$ cat src/sv/skvt_pkg.sv
// Shared types and constants for the sorted key/value table.
package skvt_pkg;

   localparam int ACTION_W = 3;
   localparam int KEY_W    = 16;
   localparam int VALUE_W  = 32;
   localparam int POS_W    = 6;
   localparam int COUNT_W  = 7;
   localparam int STATUS_W = 2;

   typedef enum logic [ACTION_W-1:0] {
      ACT_LOOKUP = 3'd0,
      ACT_SET    = 3'd1,
      ACT_REMOVE = 3'd2,
      ACT_CLEAR  = 3'd3,
      ACT_READ   = 3'd4
   } action_type;

   localparam logic [STATUS_W-1:0] STATUS_OK        = 2'd0;
   localparam logic [STATUS_W-1:0] STATUS_FULL      = 2'd1;
   localparam logic [STATUS_W-1:0] STATUS_BAD_INDEX = 2'd2;

   typedef enum logic [1:0] {
      ST_IDLE    = 2'd0,
      ST_COMPARE = 2'd1,
      ST_SWEEP   = 2'd2,
      ST_COMMIT  = 2'd3
   } state_type;

   // Broadcast from the controller to every cell.
   typedef struct packed {
      logic cmp_en;     // latch compare results
      logic read_op;    // select by position instead of by key
      logic do_insert;  // open a slot and write the new pair
      logic do_update;  // overwrite value of the matching cell
      logic do_remove;  // close the gap at the matching cell
   } cell_ctl_type;

endpackage

$ cat src/sv/skvt_cell.sv
// One storage cell of the sorted chain: holds a pair, compares, shifts and forwards results.
module skvt_cell #(
   parameter int TABLE_DEPTH = 64,
   parameter int KEY_BITS    = 16,
   parameter int VALUE_BITS  = 32,
   parameter int CELL_INDEX  = 0
) (
   input  logic                                clock,
   input  skvt_pkg::cell_ctl_type              ctl,
   input  logic [KEY_BITS-1:0]                 req_key,
   input  logic [VALUE_BITS-1:0]               req_value,
   input  logic [skvt_pkg::POS_W-1:0]          req_pos,
   input  logic [$clog2(TABLE_DEPTH+1)-1:0]    count,
   input  logic [KEY_BITS-1:0]                 left_key,
   input  logic [VALUE_BITS-1:0]               left_value,
   input  logic                                left_lt,
   input  logic [KEY_BITS-1:0]                 right_key,
   input  logic [VALUE_BITS-1:0]               right_value,
   output logic [KEY_BITS-1:0]                 key_o,
   output logic [VALUE_BITS-1:0]               value_o,
   output logic                                lt_o,
   input  logic                                col_hit_i,
   input  logic [KEY_BITS-1:0]                 col_key_i,
   input  logic [VALUE_BITS-1:0]               col_value_i,
   output logic                                col_hit_o,
   output logic [KEY_BITS-1:0]                 col_key_o,
   output logic [VALUE_BITS-1:0]               col_value_o
);
   import skvt_pkg::*;

   localparam int CNT_W = $clog2(TABLE_DEPTH + 1);
   localparam int CMP_W = (CNT_W > POS_W) ? CNT_W : POS_W;

   logic [KEY_BITS-1:0]   key_ff, key_in;
   logic [VALUE_BITS-1:0] value_ff, value_in;
   logic                  lt_ff, lt_in;
   logic                  sel_ff, sel_in;
   logic                  col_hit_ff;
   logic [KEY_BITS-1:0]   col_key_ff;
   logic [VALUE_BITS-1:0] col_value_ff;
   logic                  occupied;

   assign occupied = CNT_W'(CELL_INDEX) < count;

   always_comb begin
      lt_in  = lt_ff;
      sel_in = sel_ff;
      if (ctl.cmp_en) begin
         lt_in = occupied && (key_ff < req_key);
         if (ctl.read_op) begin
            sel_in = occupied && (CMP_W'(req_pos) == CMP_W'(CELL_INDEX));
         end else begin
            sel_in = occupied && (key_ff == req_key);
         end
      end
   end

   always_comb begin
      key_in   = key_ff;
      value_in = value_ff;
      if (ctl.do_insert && !lt_ff) begin
         // first cell not below the key takes the new pair, the rest move up
         key_in   = left_lt ? req_key : left_key;
         value_in = left_lt ? req_value : left_value;
      end else if (ctl.do_update && sel_ff) begin
         value_in = req_value;
      end else if (ctl.do_remove && !lt_ff) begin
         key_in   = right_key;
         value_in = right_value;
      end
   end

   always_ff @(posedge clock) begin
      key_ff       <= key_in;
      value_ff     <= value_in;
      lt_ff        <= lt_in;
      sel_ff       <= sel_in;
      // result chain: the selected cell injects its pair, others pass it on
      col_hit_ff   <= sel_ff | col_hit_i;
      col_key_ff   <= sel_ff ? key_ff : col_key_i;
      col_value_ff <= sel_ff ? value_ff : col_value_i;
   end

   assign key_o       = key_ff;
   assign value_o     = value_ff;
   assign lt_o        = lt_ff;
   assign col_hit_o   = col_hit_ff;
   assign col_key_o   = col_key_ff;
   assign col_value_o = col_value_ff;

endmodule

$ cat config.mk
export PLATFORM = sky130hd
export DESIGN_NAME = skvt_cell
export DESIGN_NICKNAME = d
export VERILOG_FILES = /design/src/sv/skvt_pkg.sv /design/src/sv/skvt_cell.sv
export SDC_FILE = /design/constraint.sdc
export NUM_CORES = 1
export LEC_CHECK = 0
export BUFFER_PORTS_ARGS = -buffer_cell sky130_fd_sc_hd__buf_2
export CORE_AREA = 3 3 118 120
export DETAILED_ROUTE_END_ITERATION = 10
export DIE_AREA = 0 0 121 123
export PLACE_DENSITY = 0.68
export REMOVE_ABC_BUFFERS = 1
export SLEW_MARGIN = 10
export SYNTH_ARGS = -nofsm -noshare
export SYNTH_HDL_FRONTEND = slang
export SYNTH_SLANG_ARGS = --single-unit
export TNS_END_PERCENT = 50
$ cat constraint.sdc
create_clock -name clock -period 2.7 [get_ports clock]
set_input_delay 0.27 -clock clock [delete_from_list [all_inputs] [get_ports clock]]
set_output_delay 0.27 -clock clock [all_outputs]
set_load 0.005 [all_outputs]
# Yosys cells after proc, flatten, opt, wreduce, memory -nomap -nowiden
# Cells that the tools add are included.
# totals
register_bits	99
inputBits	213
output_inout_bits	98
elab_cells	34
# classes
n_lt_le_gt_ge	2
n_eq_ne	2
mux	11
n_bitwise	1
reduce_logical	11
# op_table
operator	count
32-bit two-way mux	5
16-bit two-way mux	5
16-bit equality test	1
16-bit < comparator	1
1-bit by 7-bit < comparator with 1-bit output (first input constant)	1
1-bit logical AND	6
6-bit zero test	1
3-bit nonzero test	1
2-bit inequality test (second input constant)	1
2-bit AND reduction	1
2-bit nonzero test	1
1-bit zero test	1
1-bit two-way mux	1
1-bit bitwise OR	1

# Depth between registers and ports, before layout
# logic_depth
depth_word	5
ltp_mapped	6
ltp_nobuf	6

# Worst setup path before layout
# Ideal clock, no wire load.
# synth_timing
path_type	reg2reg
from	register lt_ff, in the netlist lt_o
to	register value_ff[0], in the netlist value_o[0], enable pin
setup_ps	561
t_arrival_ps	1681
required_time_ps	2139
path_slack_ps	458
stages_incl_launch_ff	5
path_buffers	2
synth_period_minus_slack_ps	2242
path_cell_list	edfxtp_1 nand2b_4 buf_6 clkbuf_1 nand3_1
# synth_via
elab_chain_len	3
word_cells_on_any_way	4
classes_between	4 x reduce/logical
# synth_lines
element	line_no	text
start: declaration	skvt_cell.sv:36	logic lt_ff, lt_in;
start signal: assignment	skvt_cell.sv:76	lt_ff <= lt_in;
1-bit zero test (*)	skvt_cell.sv:61, skvt_cell.sv:67	
1-bit logical AND, on equally long branches	skvt_cell.sv:61, skvt_cell.sv:67	
3-bit nonzero test (no line) (*)	n/a	
end signal: assignment	skvt_cell.sv:75	value_ff <= value_in;
end: declaration	skvt_cell.sv:35	logic [VALUE_BITS-1:0] value_ff, value_in;
# Mark *: on every way between the ends. The rest lies on a longest branch, timed or not.
# A chain may end at the register's enable or synchronous reset.

# Worst setup path in the final report
# layout_timing
from	register key_ff[14], in the netlist key_o[14]
to	register lt_ff, in the netlist lt_o, data pin
# layout_via
elab_chain_len	2
# layout_lines
element	line_no	text
start: declaration	skvt_cell.sv:34	logic [KEY_BITS-1:0] key_ff, key_in;
start signal: assignment	skvt_cell.sv:74	key_ff <= key_in;
16-bit < comparator	skvt_cell.sv:49	lt_in = occupied && (key_ff < req_key);
1-bit logical AND	skvt_cell.sv:49	
# No other way between the ends.

==> results.md <==
- Post-Syn Instances: around 380
- Clock buffer depth: 2
- Worst Reg-to-Reg Cells: 5
- Worst hold path class: input port to flip-flop
- Fin crit share: slightly above 70%
- Post-Synthesis Cell Area: roughly 4500 um2
- First-pass GRT wire length: 21760 um
- Netlist cell types: 33
- Final Hold Fails: 0
- Core region area: 13090 um2
- Worst slew margin: about 53%
- Clock period minus worst slack: between 1.5 and 2 ns
- DR pass1 iterations: 6
- Die Area: around 15000 um2
- Postcts setup bufs: 0
- Reg-to-reg critical path endpoint: lt_o$_DFFE_PP_
- Worst-path fanout max: 3
- CTS tree: yes
- Syn avg cell area: 11.62 um2
- Post-Route M1 WL: approximately 6000 um
- Fmax achieved: between 0.5 and 0.6 GHz
- Gpl congestion: approximately 0.86
- Die H: between 100 and 150 um
- R2r setup slk: about 0.80 ns
- CTS clk-pin slew, worst paths: 0.07 ns
- Reg power frac: between 40% and 50%
- Warnings from Yosys: 0
- Post-route insts no fill: between 800 and 900
- Vias in the first global route: ~4200
- FP Rows: 42
- Synthesis-stage register bit count: 99
- Hpwl dp: 11720 um
- Hold_sp: col_hit_i
- Nets: approximately 920
- Most frequent cells in the layout: buf_2 (310), edfxtp_1 (50), dfxtp_1 (49)
- Filler instances: around 1200
- ANT nets after route: 0
- Leakage: approximately 0.0031 uW
- Critical path buffers and inverters: 0
- Post-CTS Resized: 0
- I/O pins: about 310
- Total gr overflow: 0
- Metal2 WL: ~7800 um
- Delay-heaviest family, CP: simple AND/OR/NAND/NOR gates
- Clock root buffer: clkbuf_16
- Hold Path Cell Cnt: 2
- Worst skew pair latency: about 0.35 ns
- Setup CP Type: flip-flop to flip-flop
- Total GRT Usage: 19.04%
- Hold-fix buffers, CTS: 0
- Max rail drop VDD: ~0.26 mV
- Via density: 4.687
- # DRC: 0
- Sequential area share after synthesis: 55.65%
- Reg2reg start: key_o[14]$_DFFE_PP_
- # setup viols final: 0
- DR iter-0 viols: 165
- Diode count: 0
- Min Hold Slack: around 0.11 ns
- Met3 Routed Length: approximately 810 um
- Inst Count DP: 854
- WL per Instance: roughly 17 um
- Die width: between 100 and 150 um
- Via Count: slightly above 4000
- H-tree Lvls: 3
- Share of post-route cells with drive strength above 1: 58.21%
- Final WS setup: between 0.7 and 0.8 ns
- P_int: approximately 2800 uW
- Worst slack at placement: approximately 0.75 ns
- Slowest Stage Delay on Critical Path: approximately 0.45 ns
- Hold path endpoint: col_hit_o$_DFF_P_
- Logic pwr share: 19.3%
- Arr. time, crit path: between 1.5 and 2 ns
- RSZ-0062 raised after global routing: false
- Top sig layer: met4
- Initial antenna violation count: 0
- Critical path endpoint category: flip-flop
- Final Util: 49.30%
- Critical-path top delay cell: edfxtp_1
- Power Density: roughly 600 nW/um2
- Inserted Clock Buffers: 9
- Overall power: just under 4000 uW
- WP data required: 2.79 ns
- Worst Clk Skew: 0.009725 ns
- Pins Over Slew Limit: 0
- Clock share of power: 32.8%
- Pin count of the biggest net entering global routing: 50
- Actual slew at the worst max-slew pin: approximately 0.7 ns
- Initial Util: approximately 34%
- Critical-path cell list: ha_1 -> nand4_1 -> nor3_1 -> a21boi_0 -> nor4_1
- Status: complete, no violations
- Maxcap violations: 0
- Routed WL: between 15000 and 20000 um
- TritonCTS Sinks: just under 100
- Worst setup SP type: flip-flop
- PortBufs: 310
- Net Sw Frac: between 20% and 30%
- Sw power: roughly 1000 uW
- Commonest non-fill, non-tap cell in the layout: buf_2
- Area growth from synthesis to layout: 44.63%
[how the worst max path moves through the flow]
| stage | slack (ns) | from | cells past startpoint | end |
|---|---|---|---|---|
| global placement | 0.82 | key_o[14]$_DFFE_PP_ | 5 | lt_o$_DFFE_PP_ |
| floorplan | -0.14 | sel_ff$_DFFE_PP_ | 2 | value_o[0]$_DFFE_PP_ |
| global route | 0.59 | key_o[14]$_DFFE_PP_ | 5 | lt_o$_DFFE_PP_ |
| finish | 0.80 | key_o[14]$_DFFE_PP_ | 5 | lt_o$_DFFE_PP_ |
| CTS | 0.73 | key_o[14]$_DFFE_PP_ | 5 | lt_o$_DFFE_PP_ |
| detailed placement | 0.75 | key_o[14]$_DFFE_PP_ | 5 | lt_o$_DFFE_PP_ |
[cell usage after synthesis]
master / count / area share [%]
edfxtp_1: 50 / 34
dfxtp_1: 49 / 22
mux2_2: 48 / 12
nor2_1: 47 / 4.0
o22ai_1: 32 / 4.5
nor2_2: 20 / 2.8
nand2_1: 19 / 1.6
inv_1: 17 / 1.4
ha_1: 16 / 4.5
mux2i_1: 16 / 3.6
o21ai_0: 16 / 1.8
buf_2: 11 / 1.2
a21oi_1: 7 / 0.79
buf_6: 4 / 1.0
clkbuf_1: 4 / 0.34
nand4_1: 4 / 0.56
nand3_1: 3 / 0.34
a21o_1: 2 / 0.34
buf_4: 2 / 0.34
nand2b_1: 2 / 0.28
nor3_1: 2 / 0.22
nor4_1: 2 / 0.28
a211o_1: 1 / 0.20
a21boi_0: 1 / 0.17
a41o_1: 1 / 0.22
mux2_4: 1 / 0.34
nand2b_4: 1 / 0.31
nor2b_1: 1 / 0.14
nor4_2: 1 / 0.28
o211ai_1: 1 / 0.17
or2_2: 1 / 0.14
or4_1: 1 / 0.17
or4b_1: 1 / 0.22
[final cells by class]
cell class,count,area (um2),area share (%)
clock buffer,10,239.0,3.704
clock inverter,6,55.05,0.8534
inverter,17,63.81,0.9891
multi-input combinational,247,1789,27.73
sequential,99,2482,38.48
tap,176,220.2,3.413
timing repair buffer,315,1602,24.83
[state kept, by name (all words and copies together), names as in the netlist]
register	flops
key_o	16
value_o	32
col_hit_o	1
sel_ff	1
col_key_o	16
lt_o	1
col_value_o	32
[layer usage]
layer / global-route usage [%] / up-vias
li1: - / 1996
met1: 23.59 / 1884
met2: 33.10 / 172
met3: 2.608 / 26
met4: 8.569 / 0
met5: 0 / -
[per-stage QoR]
step           area, um2  TNS [ns]
2_1_floorplan       4330    -4.574
3_3_place_gp        6157         0
3_5_place_dp        6157         0
4_1_cts             6451         0
5_1_grt             6451         0
6_report            6451         0
[kinds of logic (layout without fill, tap and decap cells)]
kind of cell	count (synthesis)	count (layout)	synth area share [%]
buf+inv	38	348	4.347
mux	65	65	16.04
fa+ha+maj	16	16	4.488
simple gates	105	105	11.30
flops	99	99	55.65
compound gates	61	61	8.163
[power by group through the flow]
stage / registers (uW) / logic [uW] / clock network [uW]
floorplan: 1910 / 289 / 0
global placement: 1890 / 734 / 0
detailed placement: 1890 / 754 / 0
CTS: 1860 / 759 / 1310
global route: 1880 / 833 / 1370
finish: 1860 / 750 / 1280
No activity file was read; power rests on OpenSTA's default activity.
